===== config.mk =====
export PLATFORM = sky130hd
export DESIGN_NAME = lsf_front
export DESIGN_NICKNAME = d
export VERILOG_FILES = /design/src/hw/rtl/lsf_pkg.sv /design/src/hw/rtl/lsf_front.sv
export SDC_FILE = /design/constraint.sdc
export NUM_CORES = 2
export LEC_CHECK = 0
export ABC_AREA = 1
export BUFFER_PORTS_ARGS = -buffer_cell sky130_fd_sc_hd__buf_2
export CORE_MARGIN = 2
export CORE_UTILIZATION = 29
export CTS_BUF_LIST = sky130_fd_sc_hd__clkbuf_8
export CTS_CLUSTER_DIAMETER = 200
export CTS_CLUSTER_SIZE = 14
export DETAILED_ROUTE_END_ITERATION = 7
export GPL_TIMING_DRIVEN = 0
export SLEW_MARGIN = 25
export SYNTH_ARGS = -nofsm -noshare
export SYNTH_HDL_FRONTEND = slang
export SYNTH_SLANG_ARGS = --single-unit

===== constraint.sdc =====
create_clock -name clock -period 9.1 [get_ports clock]
set_clock_uncertainty 0.2 [all_clocks]
set_input_delay 0.91 -clock clock [delete_from_list [all_inputs] [get_ports clock]]
set_output_delay 0.91 -clock clock [all_outputs]
set_load 0.02 [all_outputs]

===== src/hw/rtl/lsf_pkg.sv =====
`default_nettype none
// ----------------------------------------------------------------------------
// Least-squares line fit: shared definitions
// Widths of the running sums, the product and quotient datapaths, and the
// snapshot types that travel from the front end to the fit engine.
// ----------------------------------------------------------------------------
package lsf_pkg;

   localparam int MAX_SAMPLES = 1024;
   localparam int FRAC_BITS   = 16;
   localparam int X_W         = 16;
   localparam int OUT_W       = 48;

   localparam int CNT_W  = $clog2(MAX_SAMPLES + 1);
   localparam int SX_W   = X_W + CNT_W;
   localparam int SXY_W  = 2 * X_W + CNT_W - 1;
   localparam int OPD_W  = SXY_W;
   localparam int PROD_W = 2 * OPD_W;
   localparam int NUM_W  = PROD_W + 1;
   localparam int DVD_W  = NUM_W + FRAC_BITS;

   localparam int QUEUE_DEPTH = 2;
   localparam int QPTR_W      = $clog2(QUEUE_DEPTH);
   localparam int QCNT_W      = $clog2(QUEUE_DEPTH + 1);

   typedef struct packed {
      logic [CNT_W-1:0]        count;
      logic signed [SXY_W-1:0] sxy;
      logic signed [SX_W-1:0]  sx;
      logic signed [SX_W-1:0]  sy;
      logic signed [SXY_W-1:0] sxx;
   } sums_type;

   typedef struct packed {
      logic     valid;
      sums_type sums;
   } push_type;

   typedef struct packed {
      logic     valid;
      logic     full;
      sums_type head;
   } queue_status_type;

endpackage
`default_nettype wire


===== src/hw/rtl/lsf_front.sv =====
`default_nettype none
// ----------------------------------------------------------------------------
// Least-squares line fit: front end
// Takes one sample pair per beat, keeps the running sums and closes a set on
// the marked pair or on the last allowed pair, pushing the sums to the queue.
// ----------------------------------------------------------------------------
module lsf_front (
   input  wire logic                        clock,
   input  wire logic                        reset,
   input  wire logic                        start,
   output logic                             busy,
   input  wire logic signed [lsf_pkg::X_W-1:0] req_x_sample,
   input  wire logic signed [lsf_pkg::X_W-1:0] req_y_sample,
   input  wire logic                        req_last_sample,
   input  wire logic                        queue_full,
   output lsf_pkg::push_type                push
);
   import lsf_pkg::*;

   logic                    accept;
   logic                    closing;
   logic signed [2*X_W-1:0] xy_prod;
   logic signed [2*X_W-1:0] xx_prod;
   sums_type                sums_ff;
   sums_type                sums_in;
   sums_type                sums_next;

   assign busy    = queue_full;
   assign accept  = start & ~queue_full;
   assign xy_prod = (2*X_W)'(req_x_sample) * (2*X_W)'(req_y_sample);
   assign xx_prod = (2*X_W)'(req_x_sample) * (2*X_W)'(req_x_sample);

   always_comb begin
      sums_next.count = sums_ff.count + CNT_W'(1);
      sums_next.sxy   = sums_ff.sxy + SXY_W'(xy_prod);
      sums_next.sx    = sums_ff.sx + SX_W'(req_x_sample);
      sums_next.sy    = sums_ff.sy + SX_W'(req_y_sample);
      sums_next.sxx   = sums_ff.sxx + SXY_W'(xx_prod);
      closing = req_last_sample | (sums_next.count == CNT_W'(MAX_SAMPLES));
      sums_in = sums_ff;
      if (accept) begin
         sums_in = closing ? '0 : sums_next;
      end
      push.valid = accept & closing;
      push.sums  = sums_next;
   end

   always_ff @(posedge clock) begin
      if (reset) begin
         sums_ff <= '0;
      end else begin
         sums_ff <= sums_in;
      end
   end

endmodule
`default_nettype wire


# Word-level counts from Yosys, hierarchy flattened
# Cells that the tools add are included.
dict set report op_classes {
  n_eq_ne 1
  bitwise 4
  addsub 5
  n_mux 1
  multipliers 2
}
# operator n
set op_table {}
lappend op_table {{$mux W149} 1}
lappend op_table {{$add A42 B32 Y42} 2}
lappend op_table {{$mul A16 B16 Y32} 2}
lappend op_table {{$add A27 B16 Y27} 2}
lappend op_table {{$add A11 B1 Y11 const B} 1}
lappend op_table {{$eq A11 B11 Y1 const B} 1}
lappend op_table {{$and A1 B1 Y1} 2}
lappend op_table {{$not A1 Y1} 1}
lappend op_table {{$or A1 B1 Y1} 1}
dict set report word_totals {
  input_bits 37
  regBits 149
}

# Longest topological paths before layout
dict set report depth {
  word_depth 4
  mapped_depth 32
}

# Least setup slack after synthesis
# Ideal clock, no wire load.
dict set report synth_path {
  path_type {input -> output}
  start {input port req_x_sample[15] (netlist bit)}
  end {output port push[137] (netlist bit)}
  t_arrival_ns 6.756
  path_stages 23
  setup_slack_ns 1.234
  t_required_ns 7.990
  cell_sequence {clkbuf_1 > buf_1 > nand2_1 > inv_1 > fa_1 > inv_1 > fa_1 > fa_1 > fa_1 > inv_1 > fa_1 > inv_1 > fa_1 > inv_1 > ha_1 > nand2_1 > nor3_1 > nand2_1 > nor2_1 > nand3_1 > nand3_1 > nand2_1 > and2_1}
}
# item line
set synth_rtl {}
lappend synth_rtl {{start, declared} lsf_front.sv:12} ;# input wire logic signed [lsf_pkg::X_W-1:0] req_x_sample,
lappend synth_rtl {{end, declared} lsf_front.sv:16} ;# output lsf_pkg::push_type push

==> results.txt <==
status = finished, final reports clean
# fillers = 13400
vias in the first global route = 31800
width of the chip = 355 microns
Slew Viols, Final = 0
top cells by count, synth = nand2_1 (1478), inv_1 (1331), fa_1 (645)
drc violations = 0
Final setup viols = 0
hold crit path type = reg -> reg
crit end category = output port
Post-synth ARST share = 0%
Worst setup SP type = primary input
GRT Total Usage = 19.3%
Max Fclk = 0.113 GHz
leading area contributor after synthesis = fa_1
CTS sink cnt = 149
Clock Path Buffers = 2
# port buffers = 186
Warnings, synthesis = 0
Vias/cell = 4.55
Hold Startpoint = sums_ff[47]
Cell Rows = 128
post-synth top area share = 36.1%
via count = 31200
share of cells above drive strength 1 = 5.41%
largest reg by FF count = sums_ff
GP Congestion = 0.950
crit path from = req_x_sample[8]
fin area = 39400 sq um
die area = 126000 sq um
Period minus WS final = 8.84 ns
number of nets in the layout = 6185
Congestion Overflow GR = 0
Post-DP Area = 38900 sq um
drt wl/cell = 17.5 microns
TritonCTS clock tree = done
Post-synth EDFFs = 0
relative slew slack = 29.6%
Tcrit/Tclk final = 97.1%
critical path data arrival time = 7.73 ns
number of routed nets with antenna violations = 0
die height = 355 microns
maxcap violations = 0
Final Util = 32.2%
drt pass-1 iters = 6
Synth Instances = 4988
first-pass GRT wire length = 184000 microns
synthesized area per cell = 7.18 sq um
HPWL Detailed = 104000 microns
Synth Register Bits = 149
Ports = 188
initial antenna violation count = 6
crit path max fanout = 10
R2R Path Start = sums_ff[111]
dominant cells by area after synthesis = fa_1 (36%), nand2_1 (15%), inv_1 (14%), ha_1 (11%), dfxtp_1 (8.3%)
final hold slack = 0.275 ns
most frequent cell after synthesis = nand2_1
Data required, critical path = 7.99 ns
Starting Density = 29.3%
CTS H-tree lvls = 4
biggest regs = sums_ff x149
clk slew on worst S/H paths = 0.10 ns
CTS root buf = clkbuf_8
core area = 122000 sq um
Clock Latency Late Sink = 0.68 ns
Crit Path Category = in -> out
Most used DFF post-synth = dfxtp_1
syn_nets = 5973
CTS Buf Count = 17
sequential share of the synthesized area = 8.33%
Starting DRT DRC Count = 1972
Post-Syn Area = 35800 sq um
Fin. Hold Viols = 0
drt total wl = 119000 microns
Worst Tran Pin Value = 1.06 ns
pin count of the biggest net entering global routing = 28
Layout area overhead = 9.91%
max reg flops = 149
post-synth cell types = 37
[layer usage]
metal | up-vias | GRT usage, % | routed length, microns
li1 | 14900 | - | -
met1 | 15200 | 24.8 | 50700
met2 | 865 | 31.6 | 55700
met3 | 151 | 4.28 | 8780
met4 | 2 | 6.92 | 4340
met5 | - | 0 | 13
[layout by cell type, fill, tap and decap left out, drive strengths merged]
cell	n
clkinv	4
fa	645
buf	216
diode	6
clkbuf	133
a21oi	264
inv	1336
xor2	78
a211oi	1
o31ai	2
and3	1
and2	5
nand3b	23
ha	303
or2	5
a31o	3
nor3	23
a21boi	4
o21ai	38
nand2	1480
clkinvlp	4
a21o	11
xnor2	11
nand3	121
dfxtp	149
o21bai	26
nand2b	1
bufinv	3
a31oi	1
nor4	1
nand4	43
o21a	3
nor2	273
o211ai	2
[repair_timing]
action                     in CTS  in global routing
pin swaps                       0                  1
setup endpoints to repair      47                 30
gates cloned                    0                  0
hold buffers                    0                  0
gates resized for setup         5                 25
buffers inserted                0                  5
[worst max-delay path, stage by stage]
cell      delay (ns)
buf_2           0.11
clkbuf_1        0.29
clkbuf_1        0.79
nand2_1         0.27
fa_1            0.56
fa_1            0.59
fa_1            0.47
fa_1            0.55
inv_1           0.05
fa_1            0.48
inv_1           0.05
fa_1            0.48
inv_1           0.04
ha_1            0.34
nand2_1         0.15
nor2_1          0.29
nand2_1         0.18
o211ai_1        0.39
nand2_1         0.21
nand3b_1        0.14
nand2_1         0.06
inv_1           0.13
buf_2           0.19
[layout make-up]
class | instances | area, sq um | area share (%)
diodes | 6 | 15.0 | 0.0381
plain buffers | 138 | 623 | 1.58
clock buffers | 17 | 234 | 0.594
clock inverters | 15 | 178 | 0.451
inverters | 1332 | 5000 | 12.7
multi-input cells | 3368 | 27300 | 69.3
flip-flops and latches | 149 | 2980 | 7.58
well taps | 1625 | 2030 | 5.16
repair buffers | 194 | 1040 | 2.64
[final timing paths]
check	endpoint	slack (ns)	cells past startpoint
setup / recovery	push[29]	0.26	23
hold / removal	sums_ff[47]	0.27	2
setup reg to reg	sums_ff[122]	3.70	20
hold reg to reg	sums_ff[47]	0.27	2
[cells by family after synthesis]
family          count (synthesis)  share of synthesized area (%)
simple gates                 1976                           21.9
buf+inv                      1471                           15.6
fa+ha+maj                     948                           46.6
compound gates                355                           5.34
flops                         149                           8.33
xor+xnor                       89                           2.18
[through the flow]
stage / setup slack (ns) / TNS (ns) / cells
4_1_cts: 0.00923 / 0 / 6833
6_report: 0.264 / 0 / 6844
5_1_grt: -0.00970 / -0.0171 / 6840
3_5_place_dp: -0.948 / -22.37 / 6802
2_1_floorplan: 1.23 / 0 / 4988
3_3_place_gp: -0.949 / -23.04 / 6799
Power is left out: the tool's default activity adds up to more than one toggle a clock period on the data nets, which glitch-free logic cannot reach.
