`src/hw/rtl/lsf_pkg.sv`:
```
`default_nettype none
// ----------------------------------------------------------------------------
// Least-squares line fit: shared definitions
// Widths of the running sums, the product and quotient datapaths, and the
// snapshot types that travel from the front end to the fit engine.
// ----------------------------------------------------------------------------
package lsf_pkg;

   localparam int MAX_SAMPLES = 1024;
   localparam int FRAC_BITS   = 16;
   localparam int X_W         = 16;
   localparam int OUT_W       = 48;

   localparam int CNT_W  = $clog2(MAX_SAMPLES + 1);
   localparam int SX_W   = X_W + CNT_W;
   localparam int SXY_W  = 2 * X_W + CNT_W - 1;
   localparam int OPD_W  = SXY_W;
   localparam int PROD_W = 2 * OPD_W;
   localparam int NUM_W  = PROD_W + 1;
   localparam int DVD_W  = NUM_W + FRAC_BITS;

   localparam int QUEUE_DEPTH = 2;
   localparam int QPTR_W      = $clog2(QUEUE_DEPTH);
   localparam int QCNT_W      = $clog2(QUEUE_DEPTH + 1);

   typedef struct packed {
      logic [CNT_W-1:0]        count;
      logic signed [SXY_W-1:0] sxy;
      logic signed [SX_W-1:0]  sx;
      logic signed [SX_W-1:0]  sy;
      logic signed [SXY_W-1:0] sxx;
   } sums_type;

   typedef struct packed {
      logic     valid;
      sums_type sums;
   } push_type;

   typedef struct packed {
      logic     valid;
      logic     full;
      sums_type head;
   } queue_status_type;

endpackage
`default_nettype wire

```
`src/hw/rtl/lsf_queue.sv`:
```
`default_nettype none
// ----------------------------------------------------------------------------
// Least-squares line fit: snapshot queue
// Short first-in first-out store of closed sets between front end and engine.
// ----------------------------------------------------------------------------
module lsf_queue (
   input  wire logic                      clock,
   input  wire logic                      reset,
   input  wire lsf_pkg::push_type         push,
   input  wire logic                      pop,
   output lsf_pkg::queue_status_type      status
);
   import lsf_pkg::*;

   sums_type          entries_ff [QUEUE_DEPTH];
   logic [QPTR_W-1:0] wr_ptr_ff;
   logic [QPTR_W-1:0] rd_ptr_ff;
   logic [QCNT_W-1:0] count_ff;
   logic [QCNT_W-1:0] count_in;

   always_comb begin
      count_in = count_ff;
      if (push.valid && !pop) begin
         count_in = count_ff + QCNT_W'(1);
      end else if (pop && !push.valid) begin
         count_in = count_ff - QCNT_W'(1);
      end
      status.valid = (count_ff != '0);
      status.full  = (count_ff == QCNT_W'(QUEUE_DEPTH));
      status.head  = entries_ff[rd_ptr_ff];
   end

   always_ff @(posedge clock) begin
      if (push.valid) begin
         entries_ff[wr_ptr_ff] <= push.sums;
      end
   end

   always_ff @(posedge clock) begin
      if (reset) begin
         wr_ptr_ff <= '0;
         rd_ptr_ff <= '0;
         count_ff  <= '0;
      end else begin
         count_ff <= count_in;
         if (push.valid) begin
            wr_ptr_ff <= wr_ptr_ff + QPTR_W'(1);
         end
         if (pop) begin
            rd_ptr_ff <= rd_ptr_ff + QPTR_W'(1);
         end
      end
   end

endmodule
`default_nettype wire

```
`config.mk`:
```
export PLATFORM = sky130hd
export DESIGN_NAME = lsf_queue
export DESIGN_NICKNAME = d
export VERILOG_FILES = /design/src/hw/rtl/lsf_pkg.sv /design/src/hw/rtl/lsf_queue.sv
export SDC_FILE = /design/constraint.sdc
export NUM_CORES = 1
export LEC_CHECK = 0
export BUFFER_PORTS_ARGS = -buffer_cell sky130_fd_sc_hd__buf_2
export CAP_MARGIN = 20
export CORE_ASPECT_RATIO = 1.25
export CORE_MARGIN = 2
export CORE_UTILIZATION = 47
export CTS_CLUSTER_SIZE = 40
export DETAILED_ROUTE_END_ITERATION = 8
export PLACE_DENSITY = 0.86
export SETUP_SLACK_MARGIN = 0.1
export SLEW_MARGIN = 15
export SYNTH_ARGS = -nofsm -noshare
export SYNTH_HDL_FRONTEND = slang
export SYNTH_SLANG_ARGS = --single-unit
```
`constraint.sdc`:
```
create_clock -name clock -period 8.65 [get_ports clock]
set_clock_uncertainty 0.15 [all_clocks]
set_input_delay 1.73 -clock clock [delete_from_list [all_inputs] [get_ports clock]]
set_output_delay 1.73 -clock clock [all_outputs]
set_load 0.05 [all_outputs]
```
## Word-level counts from Yosys, hierarchy flattened

Memories as Yosys holds them, arrays and structs flattened. A register that Yosys moved wholly into a read port is not among the register bits.
Cells that the tools add are included.

- $add $sub $neg: 4
- Multipliers: 0
- Div/mod/pow operators: 0
- Order comparisons: 0
- Equal/unequal tests: 1
- Shift-type cells: 0
- Multiplexer cells: 6
- Bitwise logic cells: 0
- Reduce and logical (&&, ||, !) cells: 6

Operator list:

| cell | count |
|---|---|
| 1-bit 2-to-1 mux | 4 |
| 2-bit 2-to-1 mux | 2 |
| 2-bit nonzero test | 2 |
| 1-bit adder, second input constant | 2 |
| 2-bit by 1-bit adder with 2-bit output, second input constant | 1 |
| 2-bit equality test, second input constant | 1 |
| 1-bit logical AND | 2 |
| 1-bit zero test | 2 |
| 2-bit by 1-bit subtractor with 2-bit output, second input constant | 1 |

- Register bits after elaboration: 4
- Latch bits: 0
- RAM bits: 298
- Memory bits (read-only): 0
- Input bits: 153
- Output and inout port bits: 151
- Logic and storage cells: 21
- Memories kept: 1

Memory list:

| memory | words | bits a word | read ports | clocked after Yosys merged registers in | write ports | RTL line | source |
|---|---|---|---|---|---|---|---|
| entries_ff | 2 | 149 | 1 | 1 | 1 | lsf_queue.sv:15 | `sums_type entries_ff [QUEUE_DEPTH];` |

## Logic depth before layout (Yosys ltp)

- Word-level depth: 4
- Gate-level depth with buffers: 5
- Gate-level depth less buffers: 5

## Worst setup path after synthesis

OpenSTA, ideal clock, no wires.

- Kind: input to register
- Start point: input push[149] (netlist bit)
- End point: memory entries_ff[0][0] (netlist bit), enable pin
- Setup time: 0.677 ns
- Data arrival time: 8.175 ns
- Data required time: 7.823 ns
- Path slack: -0.353 ns
- Stages on the path: 1
- Path through: nor2b_1

- Longest elaborated chain between the ends: 2

RTL lines:

| item | RTL line | source |
|---|---|---|
| start, declared | lsf_queue.sv:9 | `input wire lsf_pkg::push_type push,` |
| 1-bit 2-to-1 mux | lsf_queue.sv:34 | `if (push.valid) begin` |
| 1-bit 2-to-1 mux (implied by the code) | lsf_queue.sv:35 | `entries_ff[wr_ptr_ff] <= push.sums;` |
| end, declared | lsf_queue.sv:15 |  |

No other way between the ends.

==> out/results.ini <==
[setup_path]
cp.arrival_ns = 2.88
path_cells = buf_4 > mux2_2 > buf_2
crit_type = reg2out
worst-path-max-fanout = 61
cpMaxStageDelayCell = buf_4
startpoint_type = register
crit_family = buffers and inverters
crit_path_end_kind = output pin
critPathRequiredTime_ns = 6.77
path_buf_inv = 2
slowest_delay_ns = 0.85

[detailed_routing]
drtIter0Drc = 253
dr.pass1.iters = 4
wl_per_cell_um = 18.3
dr_total_vias = 5665
wirelength_um = 21300
viasPerCell = 4.88
drcViolationCount = 0
drtAntennaViolNets = 0

[cts]
cts_tree = yes
cts_hold_buf = 0
cts_resized = 0
postCtsSetupRepairBufs = 0
cts.sinks = 303
htree_levels = 1
clock_path_buffers = 3
cts_made_buffers = 29
clk_pin_slew_ns = 0.06
clk_latency_ns = 0.52
root_buffer = clkbuf_16

[cells_and_area]
nNetsFinal = 964
postLayoutCoreUtil_pct = 60.0
multiInputGateArea_um2 = 2170
drive_above_1_share_pct = 61.5
fillers = 1704
regArea_um2 = 9050
area_growth_syn_to_layout_pct = 24.9

[grt]
grt_antenna_before_repair = 3
grt_pass1_vias = 5823
grt_use_total_pct = 15.6
grt_overflow_total = 0
grt_first_pass_wirelength_um = 30600
grt_max_degree = 81

[timing]
setup_violations = 0
drv_slew = 0
max_freq_mhz = 210
whs_ns = 0.367
hold_viol = 0
finalCriticalPeriod_ns = 4.76
fin_crit_sh_pct = 55.0
rsz0062_at_grt = no
setup-tns-final_ns = 0
max_slew_margin_pct = 32.9
worst_pin_slew_ns = 1.01

[min_path]
min_path_type = reg2reg

[synthesis]
ys_seq_elements = 303
synth_cell_types = 17
syn_nets = 640
syn_area_um2 = 11400
synthCells = 486
synth_warnings = 0
synth_area_leaders = edfxtp_1, mux2_4, mux2_2
syn_area_per_cell_um2 = 23.4
yosysTopAreaCell = edfxtp_1
ys_seq_area_share_pct = 79.5
synth_top_area_share_pct = 78.6

[power]
ir_worst_vdd_uv = 273
p_per_area_nw_per_um2 = 256
p_leak_nw = 5.55

[place]
gp_congestion = 0.753
port_buffers = 303
dp_hpwl_um = 14100

[floorplan]
die_y_um = 178
rows = 63
die_w_um = 143
coreArea_um2 = 23700
start_util_pct = 48.0
pin_count = 304
die_area_um2 = 25500

[run_status]
status = completed

[run]
drv_cap = 0

worst min-delay path: cells and delay by family (launching register included):
family / cells / cell delay (ns)
AO/OA/AOI/OAI: 2 / 0.14
flip-flops: 1 / 0.33
cell usage after synthesis (all sizes together):
master / count
nor2: 4
or3: 1
and2: 1
edfxtp: 298
o21ai: 1
ha: 1
mux2: 149
inv: 1
xor2: 2
dfxtp: 5
buf: 17
nor2b: 2
a21oi: 1
xnor2: 2
or2: 1
registers in the layout, summed over array words and instances, names as in the netlist, named ones only:
signal      flops
entries_ff    298
count_ff        2
rd_ptr_ff       1
wr_ptr_ff       1
where the power goes:
part,leakage (nW),switching (mW),internal (mW)
sequential,2.84,0.0310,1.71
clock,0.482,0.517,0.761
combinational,2.23,0.426,0.193
total,5.55,0.974,2.67
metal layers:
layer	GRT usage (%)	vias to the layer above	part of all wire [%]
met5	0	-	0
met3	4.89	50	8.6
li1	-	2588	-
met2	28.4	243	53
met1	16.7	2784	35
met4	6.25	0	3.5
area by class of cell:
class	instances	area share (%)
Clock inverter	19	1.51
Clock buffer	34	5.44
Multi-Input combinational cell	165	15.3
Sequential cell	303	63.6
Timing Repair Buffer	310	11.2
Inverter	1	0.0264
Tap cell	325	2.86
Antenna cell	5	0.0880
cells in the final DEF (no fill, tap or decap), types with 2 or more instances in the layout:
| cell | Yosys | final |
|---|---|---|
| clkbuf_8 | 0 | 3 |
| mux2_2 | 48 | 48 |
| buf_4 | 0 | 6 |
| xnor2_1 | 2 | 2 |
| xor2_1 | 2 | 2 |
| clkinv_4 | 0 | 3 |
| clkinv_2 | 0 | 6 |
| clkbuf_16 | 0 | 29 |
| diode_2 | 0 | 5 |
| edfxtp_1 | 298 | 298 |
| buf_2 | 3 | 303 |
| nor2_1 | 4 | 4 |
| bufinv_16 | 0 | 4 |
| clkinvlp_4 | 0 | 3 |
| clkinv_1 | 0 | 2 |
| clkbuf_1 | 0 | 2 |
| dfxtp_1 | 5 | 4 |
| mux2_4 | 101 | 101 |
stage by stage:
stage	std cells	setup slack, ns	total power [mW]	instance area, µm²
after floorplan	486	2.45	2.26	11400
after global placement	1103	4.38	2.39	13200
after detailed placement	1103	4.35	2.40	13200
after CTS	1156	3.80	3.68	14200
after global routing	1159	3.73	3.76	14200
final	1162	3.89	3.64	14200
path summary, 6_finish.rpt:
kind / startpoint / endpoint / slack, ns / depth (start not counted)
min reg2reg: count_ff[1]$_SDFFE_PP0P_ / count_ff[1]$_SDFFE_PP0P_ / 0.37 / 2
max: register / status[129] / 3.89 / 3
min: count_ff[1]$_SDFFE_PP0P_ / count_ff[1]$_SDFFE_PP0P_ / 0.37 / 2
max reg2reg: wr_ptr_ff$_SDFFE_PP0P_ / entries_ff[1][91]$_DFFE_PP_ / 6.08 / 3
kinds of logic after synthesis:
kind of cell	after synthesis	share of synthesized area (%)
AOI/OAI and AO/OA	2	0.0878
muxes	149	18.1
xor gates and xnor gates	4	0.308
adders and majority gates	1	0.110
DFF	303	79.5
buffers and inverters	18	1.55
and+or+nand+nor	9	0.407
No activity file was read; power rests on OpenSTA's default activity.
