**src/hw/rtl/lsf_pkg.sv**
```systemverilog
`default_nettype none
// ----------------------------------------------------------------------------
// Least-squares line fit: shared definitions
// Widths of the running sums, the product and quotient datapaths, and the
// snapshot types that travel from the front end to the fit engine.
// ----------------------------------------------------------------------------
package lsf_pkg;

   localparam int MAX_SAMPLES = 1024;
   localparam int FRAC_BITS   = 16;
   localparam int X_W         = 16;
   localparam int OUT_W       = 48;

   localparam int CNT_W  = $clog2(MAX_SAMPLES + 1);
   localparam int SX_W   = X_W + CNT_W;
   localparam int SXY_W  = 2 * X_W + CNT_W - 1;
   localparam int OPD_W  = SXY_W;
   localparam int PROD_W = 2 * OPD_W;
   localparam int NUM_W  = PROD_W + 1;
   localparam int DVD_W  = NUM_W + FRAC_BITS;

   localparam int QUEUE_DEPTH = 2;
   localparam int QPTR_W      = $clog2(QUEUE_DEPTH);
   localparam int QCNT_W      = $clog2(QUEUE_DEPTH + 1);

   typedef struct packed {
      logic [CNT_W-1:0]        count;
      logic signed [SXY_W-1:0] sxy;
      logic signed [SX_W-1:0]  sx;
      logic signed [SX_W-1:0]  sy;
      logic signed [SXY_W-1:0] sxx;
   } sums_type;

   typedef struct packed {
      logic     valid;
      sums_type sums;
   } push_type;

   typedef struct packed {
      logic     valid;
      logic     full;
      sums_type head;
   } queue_status_type;

endpackage
`default_nettype wire

```
**src/hw/rtl/lsf_mul.sv**
```systemverilog
`default_nettype none
// ----------------------------------------------------------------------------
// Least-squares line fit: sequential multiplier
// Signed shift-add multiplier, one bit of the second operand per cycle.
// ----------------------------------------------------------------------------
module lsf_mul (
   input  wire logic                          clock,
   input  wire logic                          reset,
   input  wire logic                          start,
   input  wire logic signed [lsf_pkg::OPD_W-1:0] opd_a,
   input  wire logic signed [lsf_pkg::OPD_W-1:0] opd_b,
   output logic                               done,
   output logic signed [lsf_pkg::PROD_W-1:0]  product
);
   import lsf_pkg::*;

   localparam int MCNT_W = $clog2(OPD_W);

   typedef enum logic [1:0] {M_IDLE, M_RUN, M_FIN} mul_state_type;

   mul_state_type     state_ff;
   logic [MCNT_W-1:0] count_ff;
   logic [PROD_W-1:0] a_ff;
   logic [OPD_W-1:0]  b_ff;
   logic [PROD_W-1:0] acc_ff;
   logic              neg_ff;
   logic              done_ff;
   logic [PROD_W-1:0] product_ff;
   logic [OPD_W-1:0]  a_mag;
   logic [OPD_W-1:0]  b_mag;

   assign a_mag   = opd_a[OPD_W-1] ? (~opd_a) + OPD_W'(1) : opd_a;
   assign b_mag   = opd_b[OPD_W-1] ? (~opd_b) + OPD_W'(1) : opd_b;
   assign done    = done_ff;
   assign product = product_ff;

   always_ff @(posedge clock) begin
      if (reset) begin
         state_ff <= M_IDLE;
         done_ff  <= 1'b0;
      end else begin
         done_ff <= 1'b0;
         case (state_ff)
            M_IDLE: begin
               if (start) begin
                  a_ff     <= PROD_W'(a_mag);
                  b_ff     <= b_mag;
                  acc_ff   <= '0;
                  neg_ff   <= opd_a[OPD_W-1] ^ opd_b[OPD_W-1];
                  count_ff <= '0;
                  state_ff <= M_RUN;
               end
            end
            M_RUN: begin
               if (b_ff[0]) begin
                  acc_ff <= acc_ff + a_ff;
               end
               a_ff     <= a_ff << 1;
               b_ff     <= b_ff >> 1;
               count_ff <= count_ff + MCNT_W'(1);
               if (count_ff == MCNT_W'(OPD_W - 1)) begin
                  state_ff <= M_FIN;
               end
            end
            M_FIN: begin
               product_ff <= neg_ff ? (~acc_ff) + PROD_W'(1) : acc_ff;
               done_ff    <= 1'b1;
               state_ff   <= M_IDLE;
            end
            default: begin
               state_ff <= M_IDLE;
            end
         endcase
      end
   end

endmodule
`default_nettype wire

```
**src/hw/rtl/lsf_div.sv**
```systemverilog
`default_nettype none
// ----------------------------------------------------------------------------
// Least-squares line fit: fixed-point divider
// Restoring divider, one quotient bit per cycle; truncates toward zero and
// saturates to the result width.
// ----------------------------------------------------------------------------
module lsf_div (
   input  wire logic                          clock,
   input  wire logic                          reset,
   input  wire logic                          start,
   input  wire logic signed [lsf_pkg::NUM_W-1:0] num,
   input  wire logic [lsf_pkg::NUM_W-1:0]     den,
   output logic                               done,
   output logic signed [lsf_pkg::OUT_W-1:0]   quot
);
   import lsf_pkg::*;

   localparam int DCNT_W = $clog2(DVD_W);
   localparam logic [DVD_W-1:0] NEG_LIM = DVD_W'(1) << (OUT_W - 1);
   localparam logic [DVD_W-1:0] POS_LIM = NEG_LIM - DVD_W'(1);

   typedef enum logic [1:0] {D_IDLE, D_RUN, D_FIN} div_state_type;

   div_state_type     state_ff;
   logic [DCNT_W-1:0] count_ff;
   logic [DVD_W-1:0]  dvd_ff;
   logic [DVD_W-1:0]  quot_ff;
   logic [NUM_W-1:0]  rem_ff;
   logic [NUM_W-1:0]  den_ff;
   logic              neg_ff;
   logic              done_ff;
   logic [OUT_W-1:0]  result_ff;
   logic [NUM_W-1:0]  num_mag;
   logic [NUM_W-1:0]  rem_sh;
   logic              fits;
   logic              over;
   logic [OUT_W-1:0]  mag_out;

   always_comb begin
      num_mag = num[NUM_W-1] ? (~num) + NUM_W'(1) : num;
      rem_sh  = {rem_ff[NUM_W-2:0], dvd_ff[DVD_W-1]};
      fits    = (rem_sh >= den_ff);
      over    = neg_ff ? (quot_ff > NEG_LIM) : (quot_ff > POS_LIM);
      if (over) begin
         mag_out = neg_ff ? NEG_LIM[OUT_W-1:0] : POS_LIM[OUT_W-1:0];
      end else begin
         mag_out = quot_ff[OUT_W-1:0];
      end
   end

   assign done = done_ff;
   assign quot = result_ff;

   always_ff @(posedge clock) begin
      if (reset) begin
         state_ff <= D_IDLE;
         done_ff  <= 1'b0;
      end else begin
         done_ff <= 1'b0;
         case (state_ff)
            D_IDLE: begin
               if (start) begin
                  dvd_ff   <= DVD_W'(num_mag) << FRAC_BITS;
                  den_ff   <= den;
                  neg_ff   <= num[NUM_W-1];
                  rem_ff   <= '0;
                  quot_ff  <= '0;
                  count_ff <= '0;
                  state_ff <= D_RUN;
               end
            end
            D_RUN: begin
               rem_ff   <= fits ? rem_sh - den_ff : rem_sh;
               quot_ff  <= {quot_ff[DVD_W-2:0], fits};
               dvd_ff   <= dvd_ff << 1;
               count_ff <= count_ff + DCNT_W'(1);
               if (count_ff == DCNT_W'(DVD_W - 1)) begin
                  state_ff <= D_FIN;
               end
            end
            D_FIN: begin
               result_ff <= neg_ff ? (~mag_out) + OUT_W'(1) : mag_out;
               done_ff   <= 1'b1;
               state_ff  <= D_IDLE;
            end
            default: begin
               state_ff <= D_IDLE;
            end
         endcase
      end
   end

endmodule
`default_nettype wire

```
**src/hw/rtl/lsf_back.sv**
```systemverilog
`default_nettype none
// ----------------------------------------------------------------------------
// Least-squares line fit: fit engine
// Pops a closed set, forms the denominator and both numerators on the shared
// multiplier, divides on the shared divider unless degenerate, emits a result.
// ----------------------------------------------------------------------------
module lsf_back (
   input  wire logic                          clock,
   input  wire logic                          reset,
   input  wire lsf_pkg::queue_status_type     queue,
   output logic                               pop,
   output logic                               rsp_strobe,
   output logic signed [lsf_pkg::OUT_W-1:0]   rsp_slope,
   output logic signed [lsf_pkg::OUT_W-1:0]   rsp_intercept,
   output logic                               rsp_degenerate
);
   import lsf_pkg::*;

   typedef enum logic [2:0] {B_IDLE, B_MUL, B_CHECK, B_DIV_S, B_DIV_I} back_state_type;

   typedef enum logic [2:0] {
      P_NSXX, P_SXSX, P_NSXY, P_SXSY, P_SYSXX, P_SXSXY
   } prod_type;

   typedef struct packed {
      logic signed [OPD_W-1:0] a;
      logic signed [OPD_W-1:0] b;
   } opd_pair_type;

   function automatic opd_pair_type operands(input prod_type sel, input sums_type s);
      opd_pair_type r;
      case (sel)
         P_NSXX: begin
            r.a = OPD_W'({1'b0, s.count});
            r.b = OPD_W'(s.sxx);
         end
         P_SXSX: begin
            r.a = OPD_W'(s.sx);
            r.b = OPD_W'(s.sx);
         end
         P_NSXY: begin
            r.a = OPD_W'({1'b0, s.count});
            r.b = OPD_W'(s.sxy);
         end
         P_SXSY: begin
            r.a = OPD_W'(s.sx);
            r.b = OPD_W'(s.sy);
         end
         P_SYSXX: begin
            r.a = OPD_W'(s.sy);
            r.b = OPD_W'(s.sxx);
         end
         P_SXSXY: begin
            r.a = OPD_W'(s.sx);
            r.b = OPD_W'(s.sxy);
         end
         default: begin
            r.a = '0;
            r.b = '0;
         end
      endcase
      return r;
   endfunction

   back_state_type          state_ff;
   prod_type                prod_ff;
   prod_type                prod_next;
   sums_type                snap_ff;
   opd_pair_type            first_ops;
   opd_pair_type            next_ops;
   logic                    mul_start_ff;
   logic signed [OPD_W-1:0] mul_a_ff;
   logic signed [OPD_W-1:0] mul_b_ff;
   logic                    mul_done;
   logic signed [PROD_W-1:0] mul_product;
   logic signed [NUM_W-1:0] prod_ext;
   logic signed [NUM_W-1:0] den_ff;
   logic signed [NUM_W-1:0] sn_ff;
   logic signed [NUM_W-1:0] in_ff;
   logic                    div_start_ff;
   logic signed [NUM_W-1:0] div_num_ff;
   logic                    div_done;
   logic signed [OUT_W-1:0] div_quot;
   logic                    rsp_strobe_ff;
   logic signed [OUT_W-1:0] rsp_slope_ff;
   logic signed [OUT_W-1:0] rsp_intercept_ff;
   logic                    rsp_degenerate_ff;

   always_comb begin
      prod_next = prod_type'(prod_ff + 3'd1);
      first_ops = operands(P_NSXX, queue.head);
      next_ops  = operands(prod_next, snap_ff);
      prod_ext  = NUM_W'(mul_product);
      pop       = (state_ff == B_IDLE) && queue.valid;
   end

   lsf_mul u_mul (
      .clock   (clock),
      .reset   (reset),
      .start   (mul_start_ff),
      .opd_a   (mul_a_ff),
      .opd_b   (mul_b_ff),
      .done    (mul_done),
      .product (mul_product)
   );

   lsf_div u_div (
      .clock (clock),
      .reset (reset),
      .start (div_start_ff),
      .num   (div_num_ff),
      .den   (den_ff),
      .done  (div_done),
      .quot  (div_quot)
   );

   always_ff @(posedge clock) begin
      if (reset) begin
         state_ff      <= B_IDLE;
         mul_start_ff  <= 1'b0;
         div_start_ff  <= 1'b0;
         rsp_strobe_ff <= 1'b0;
      end else begin
         mul_start_ff  <= 1'b0;
         div_start_ff  <= 1'b0;
         rsp_strobe_ff <= 1'b0;
         case (state_ff)
            B_IDLE: begin
               if (queue.valid) begin
                  snap_ff      <= queue.head;
                  prod_ff      <= P_NSXX;
                  mul_a_ff     <= first_ops.a;
                  mul_b_ff     <= first_ops.b;
                  mul_start_ff <= 1'b1;
                  den_ff       <= '0;
                  sn_ff        <= '0;
                  in_ff        <= '0;
                  state_ff     <= B_MUL;
               end
            end
            B_MUL: begin
               if (mul_done) begin
                  case (prod_ff)
                     P_NSXX:  den_ff <= den_ff + prod_ext;
                     P_SXSX:  den_ff <= den_ff - prod_ext;
                     P_NSXY:  sn_ff  <= sn_ff + prod_ext;
                     P_SXSY:  sn_ff  <= sn_ff - prod_ext;
                     P_SYSXX: in_ff  <= in_ff + prod_ext;
                     P_SXSXY: in_ff  <= in_ff - prod_ext;
                     default: ;
                  endcase
                  if (prod_ff == P_SXSXY) begin
                     state_ff <= B_CHECK;
                  end else begin
                     prod_ff      <= prod_next;
                     mul_a_ff     <= next_ops.a;
                     mul_b_ff     <= next_ops.b;
                     mul_start_ff <= 1'b1;
                  end
               end
            end
            B_CHECK: begin
               if (den_ff[NUM_W-1] || den_ff == '0) begin
                  rsp_slope_ff      <= '0;
                  rsp_intercept_ff  <= '0;
                  rsp_degenerate_ff <= 1'b1;
                  rsp_strobe_ff     <= 1'b1;
                  state_ff          <= B_IDLE;
               end else begin
                  div_num_ff   <= sn_ff;
                  div_start_ff <= 1'b1;
                  state_ff     <= B_DIV_S;
               end
            end
            B_DIV_S: begin
               if (div_done) begin
                  rsp_slope_ff <= div_quot;
                  div_num_ff   <= in_ff;
                  div_start_ff <= 1'b1;
                  state_ff     <= B_DIV_I;
               end
            end
            B_DIV_I: begin
               if (div_done) begin
                  rsp_intercept_ff  <= div_quot;
                  rsp_degenerate_ff <= 1'b0;
                  rsp_strobe_ff     <= 1'b1;
                  state_ff          <= B_IDLE;
               end
            end
            default: begin
               state_ff <= B_IDLE;
            end
         endcase
      end
   end

   assign rsp_strobe     = rsp_strobe_ff;
   assign rsp_slope      = rsp_slope_ff;
   assign rsp_intercept  = rsp_intercept_ff;
   assign rsp_degenerate = rsp_degenerate_ff;

endmodule
`default_nettype wire

```
**config.mk**
```make
export PLATFORM = sky130hd
export DESIGN_NAME = lsf_back
export DESIGN_NICKNAME = d
export VERILOG_FILES = /design/src/hw/rtl/lsf_pkg.sv /design/src/hw/rtl/lsf_mul.sv /design/src/hw/rtl/lsf_div.sv /design/src/hw/rtl/lsf_back.sv
export SDC_FILE = /design/constraint.sdc
export NUM_CORES = 2
export LEC_CHECK = 0
export BUFFER_PORTS_ARGS = -buffer_cell sky130_fd_sc_hd__buf_4
export CORE_UTILIZATION = 34
export CTS_CLUSTER_SIZE = 24
export DETAILED_ROUTE_END_ITERATION = 8
export PLACE_DENSITY_LB_ADDON = 0.25
export REMOVE_ABC_BUFFERS = 1
export SYNTH_ARGS = -nofsm -noshare
export SYNTH_HDL_FRONTEND = slang
export SYNTH_HIERARCHICAL = 1
export SYNTH_SLANG_ARGS = --single-unit
```
**constraint.sdc**
```tcl
create_clock -name clock -period 59 [get_ports clock]
set_input_delay 11.8 -clock clock [delete_from_list [all_inputs] [get_ports clock]]
set_output_delay 11.8 -clock clock [all_outputs]
set_load 0.02 [all_outputs]
```
Yosys cells after proc, flatten, opt, wreduce, memory -nomap -nowiden
Index checks and enable logic that the tools add are counted.
W data, S select, Z words.
{"block": "op_classes", "n_addsub": 16, "magnitude_cmp": 3, "eq_ne": 36, "mux": 83, "bitwise": 7, "reduce_logical": 31}
{"operator": "$pmux W85 S2", "n": 7}
{"operator": "$mux W85", "n": 7}
{"operator": "$mux W84", "n": 6}
{"operator": "$pmux W84 S2", "n": 3}
{"operator": "$pmux W84 S6", "n": 1}
{"operator": "$pmux W101 S2", "n": 2}
{"operator": "$mux W42", "n": 9}
{"operator": "$add A85 B84 Y85", "n": 3}
{"operator": "$sub A85 B84 Y85", "n": 3}
{"operator": "$pmux W42 S2", "n": 3}
{"operator": "$mux W48", "n": 5}
{"operator": "$mux W101", "n": 2}
{"operator": "$pmux W48 S2", "n": 2}
{"operator": "$gt A101 B47 Y1 const B", "n": 1}
{"operator": "$gt A101 B48 Y1 const B", "n": 1}
{"operator": "$add A85 B2 Y85 const B", "n": 1}
{"operator": "$ge A85 B85 Y1", "n": 1}
{"operator": "$logic_not A85 Y1", "n": 1}
{"operator": "$not A85 Y85", "n": 1}
{"operator": "$add A42 B2 Y42 const B", "n": 2}
{"operator": "$add A84 B1 Y84 const B", "n": 1}
{"operator": "$add A84 B84 Y84", "n": 1}
{"operator": "$not A42 Y42", "n": 2}
{"operator": "$not A84 Y84", "n": 1}
{"operator": "39 further kinds", "n": 110}
{"block": "word_totals", "register_bits": 1413, "out_inout_bits": 99, "wordCells": 212}

Longest topological paths before layout
{"block": "depth", "depth_word": 6, "mapped_depth": 23, "ltp_nobuf": 23}

Cells and area by module
The synthesis kept the hierarchy.
{"module": "lsf_back", "instances": 1, "cells_each": 4829, "area_per_inst_um2": 44960.6, "seq_area_each_um2": 19879.1}
{"module": "lsf_div", "instances": 1, "cells_each": 2505, "area_per_inst_um2": 24553.5, "seq_area_each_um2": 12401.9}
{"module": "lsf_mul", "instances": 1, "cells_each": 1957, "area_per_inst_um2": 19382.3, "seq_area_each_um2": 9098.7}

Worst setup path after synthesis
Ideal clock, no wire load.
{"block": "synth_timing", "path_type": "input -> register", "start": "input reset", "end": "register u_div.count_ff[0] (enable)", "setup_ns": 1.256, "t_arrival_ns": 30.579, "slack_ns": 27.165, "stages": 1, "path_buffers": 0, "path_cell_list": "nor3_1"}
{"block": "synth_via", "elab_chain_len": 2}
{"item": "from (decl)", "line_no": "lsf_back.sv:9", "rtl": "input wire logic reset,"}
{"item": "$not A1 Y1 (no line)"}
{"item": "$reduce_and A3 Y1 (no line)"}
{"item": "to (signal assigned)", "line_no": "lsf_div.sv:76", "rtl": "count_ff <= count_ff + DCNT_W'(1);"}
{"item": "to (decl)", "line_no": "lsf_div.sv:25", "rtl": "logic [DCNT_W-1:0] count_ff;"}
No other way between the ends.
A chain may end at the register's enable or synchronous reset.

Worst setup path in the final report
{"block": "layout_timing", "start": "input queue[150] (netlist name)", "end": "output pop"}
{"block": "layout_via", "elab_chain_len": 1}
{"item": "from (decl)", "line_no": "lsf_back.sv:10", "rtl": "input wire lsf_pkg::queue_status_type queue,"}
{"item": "$logic_and A1 B1 Y1", "line_no": "lsf_back.sv:94", "rtl": "pop = (state_ff == B_IDLE) && queue.valid;"}
{"item": "to (decl)", "line_no": "lsf_back.sv:11", "rtl": "output logic pop,"}
No other way between the ends.

==> impl_metrics.env <==
export IMPL_synthSimpleGateAreaFrac=0.182
export IMPL_route_detailed_drc=0
export IMPL_synth_compound_area_frac=0.168
export IMPL_cts_max_path_buffers=3
export IMPL_synthAdderAreaFrac=0.0628
export IMPL_cap_violations=0
export IMPL_postRouteAntennaNets=0
export IMPL_drt_wl_total_um=257000
export IMPL_dieArea_um2=264000
export IMPL_ys_ff_latch=1382
export IMPL_rows=187
export IMPL_rsz0062_at_grt="no"
export IMPL_hold_viol=0
export IMPL_die_x_um=513
export IMPL_grt_max_degree=168
export IMPL_cts_buffers=168
export IMPL_insertion_delay_ns=0.86
export IMPL_power_frac_comb=0.219
export IMPL_first_pass_iters=6
export IMPL_synthDistinctLibCells=104
export IMPL_finClkSkew_ns=0.0688
export IMPL_crit_path_end_kind="output port"
export IMPL_cts_tree="built"
export IMPL_synth_xor_area_share=0.0825
export IMPL_start_util=0.342
export IMPL_finalNetCount=9869
export IMPL_netSwitchingPower_uw=898
export IMPL_post_cts_buffers=0
export IMPL_maxSlewViolCount=0
export IMPL_gp_congestion=0.952
export IMPL_sw_frac_of_total=0.309
export IMPL_grt_overflow_total=0
export IMPL_syn_area_per_cell_um2=9.57
export IMPL_worstMarginPinSlew_ns=1.11
export IMPL_muxShareOfSynthArea=0.00556
export IMPL_dr_total_vias=69100
export IMPL_vdd_ir_drop_max_uv=34.0
export IMPL_holdBufCountCts=0
export IMPL_grt_use_total=0.191
export IMPL_place_area_um2=93800
export IMPL_drt_initial_drc_count=5379
export IMPL_p_leak_uw=0.0362
export IMPL_cts_root_buf="clkbuf_16"
export IMPL_syn_to_final_growth_pct=12.0
export IMPL_final_area_um2=99500
export IMPL_setup_viol=0
export IMPL_fin_crit_sh=0.414
export IMPL_port_buffers=250
export IMPL_nFillCells=25800
export IMPL_place_inst=12500
export IMPL_ys_seq_area_frac=0.465
export IMPL_antenna_found_initial=5
export IMPL_ios=252
export IMPL_min_period_ns=24.44
export IMPL_sequentialPowerShare=0.415
export IMPL_grt_pass1_vias=68200
export IMPL_die_h_um=513
export IMPL_synth_warnings=6
export IMPL_seq_area_um2=41400
export IMPL_clkSlewWorstSetupHoldPaths_ns=0.06
export IMPL_fmax_mhz=40.9
export IMPL_grt_pass1_wl_um=399000
export IMPL_clkSinkCount=1382
export IMPL_worst_ep_required_time_ns=47.20
export IMPL_layout_drive_gt1_share=0.0767
export IMPL_synth_cells=9291
export IMPL_synth_top_family_by_area="simple AND/OR/NAND/NOR gates"
export IMPL_status="finished, final reports clean"
export IMPL_whs_ns=0.492
export IMPL_multi_input_area_um2=44800
export IMPL_viasPerCell=5.39
export IMPL_path_class="in -> out"
export IMPL_total_power_uw=2910
export IMPL_setup_tns_final_ns=0
export IMPL_synth_edf_count=1370
export IMPL_ctsHtreeMaxLevel=4
export IMPL_routedWlPerCell_um=20.1
export IMPL_crit_path_start_kind="primary input"
export IMPL_core_area_um2=260000
export IMPL_syn_area_um2=88900
export IMPL_finalNonFillerCells=12800
export IMPL_pwr_density_cell_nw_per_um2=29.2
export IMPL_crit_fanout=2
export IMPL_dp_final_hpwl_um=193000
export IMPL_ys_flop_type="edfxtp_1"
export IMPL_ctsResizeCount=0
export IMPL_async_flop_share=0
export IMPL_clkPwrFrac=0.366
export IMPL_hold_path_class="reg -> reg"
export IMPL_crit_arrival_ns=12.64
export IMPL_p_int_uw=2010
export IMPL_relSlewSlack=0.261
-- per-layer routing --
metal	up-vias	routed length (µm)	GRT usage
met5	-	11	0
met4	2	7190	0.0580
met3	368	10400	0.0208
met2	1702	118000	0.311
met1	33000	122000	0.265
li1	33900	-	-
-- layout by cell type, fill, tap and decap left out, types with 74 or more instances in the layout --
cell type and n:
nor2_1 878, ha_1 437, a21oi_1 731, nor3_1 159, buf_4 322, edfxtp_1 1370, nand4_1 175, and2_1 234
clkbuf_16 168, a21o_1 192, inv_1 256, nand2_1 1175, o21bai_1 101, xor2_1 337, and3_1 99, or3_1 86
nand2b_1 74, nand3_1 119, o21ai_0 651, xnor2_1 500, nor4_1 110, o31ai_1 97
-- cells in the mapped netlist, types with 30 or more instances --
master | count | share of area
a21o_1 | 192 | 0.016
and3_1 | 100 | 0.0070
or4_1 | 58 | 0.0049
buf_1 | 30 | 0.0013
xor2_1 | 337 | 0.033
nor3_1 | 161 | 0.0091
a222oi_1 | 37 | 0.0042
nand4_1 | 175 | 0.012
mux2i_1 | 46 | 0.0052
o21bai_1 | 101 | 0.0085
or2_2 | 40 | 0.0028
a31oi_1 | 70 | 0.0049
o21ai_0 | 651 | 0.037
nor2b_1 | 57 | 0.0040
o41ai_1 | 50 | 0.0049
nand2b_1 | 76 | 0.0053
a21oi_1 | 735 | 0.041
a211oi_1 | 54 | 0.0046
or3_1 | 86 | 0.0061
o21a_1 | 72 | 0.0061
o31ai_1 | 98 | 0.0083
clkbuf_1 | 465 | 0.020
nand2_1 | 1176 | 0.050
nand3_1 | 119 | 0.0067
inv_1 | 257 | 0.011
xnor2_1 | 500 | 0.049
o211ai_1 | 41 | 0.0035
and2_1 | 236 | 0.017
nor4_1 | 111 | 0.0078
nor2_1 | 881 | 0.037
a221oi_1 | 41 | 0.0040
a21boi_0 | 54 | 0.0046
ha_1 | 438 | 0.062
edfxtp_1 | 1370 | 0.46
-- power groups by stage --
stage / Sequential [µW] / Clock (µW) / Combinational (µW)
global placement: 1230 / 0 / 629
CTS: 1210 / 1090 / 634
finish: 1210 / 1060 / 637
floorplan: 1220 / 0 / 461
detailed placement: 1230 / 0 / 631
global route: 1210 / 1130 / 706
-- sequential cells by signal, indices dropped and copies added, names as in the netlist, 85 cells and up --
| register | flops |
|---|---|
| den_ff | 85 |
| in_ff | 85 |
| u_div/den_ff | 85 |
| u_div/dvd_ff | 85 |
| u_div/quot_ff | 101 |
| div_num_ff | 85 |
| sn_ff | 85 |
| snap_ff | 149 |
-- path summary, 6_finish.rpt --
kind / start / end / slack, ns / depth (start not counted)
max: queue[150] / pop / 34.56 / 4
min: u_div/dvd_ff[73] / u_div/dvd_ff[74] / 0.49 / 2
max reg2reg: u_mul/product[2] / sn_ff[79] / 50.97 / 19
min reg2reg: u_div/dvd_ff[73] / u_div/dvd_ff[74] / 0.49 / 2
-- metrics by stage --
step	util	setup slack (ns)
final	0.383	34.56
after global routing	0.383	34.50
after CTS	0.383	34.56
after detailed placement	0.361	34.57
after global placement	0.361	34.63
after floorplan	-	27.17
-- logic make-up after synthesis --
kind of cell | Yosys count
AND/OR/NAND/NOR | 3405
AO/OA/AOI/OAI | 2405
flip-flops | 1382
XOR/XNOR | 837
buffers and inverters | 770
adder cells (fa/ha/maj) | 443
multiplexers | 49
-- cell type report --
cell class	instances	area share
timing repair buffer	324	0.0247
multi-input combinational	7139	0.450
inverter	258	0.00975
tap	3402	0.0428
sequential	1382	0.416
clock buffer	212	0.0445
antenna	7	0.000176
clock inverter	91	0.0126
-- critical path, cell delays in order --
cell,delay [ns]
buf_4,0.13
nor4b_1,0.32
buf_4,0.23
buf_4,0.15
No activity file was read; power rests on OpenSTA's default activity.
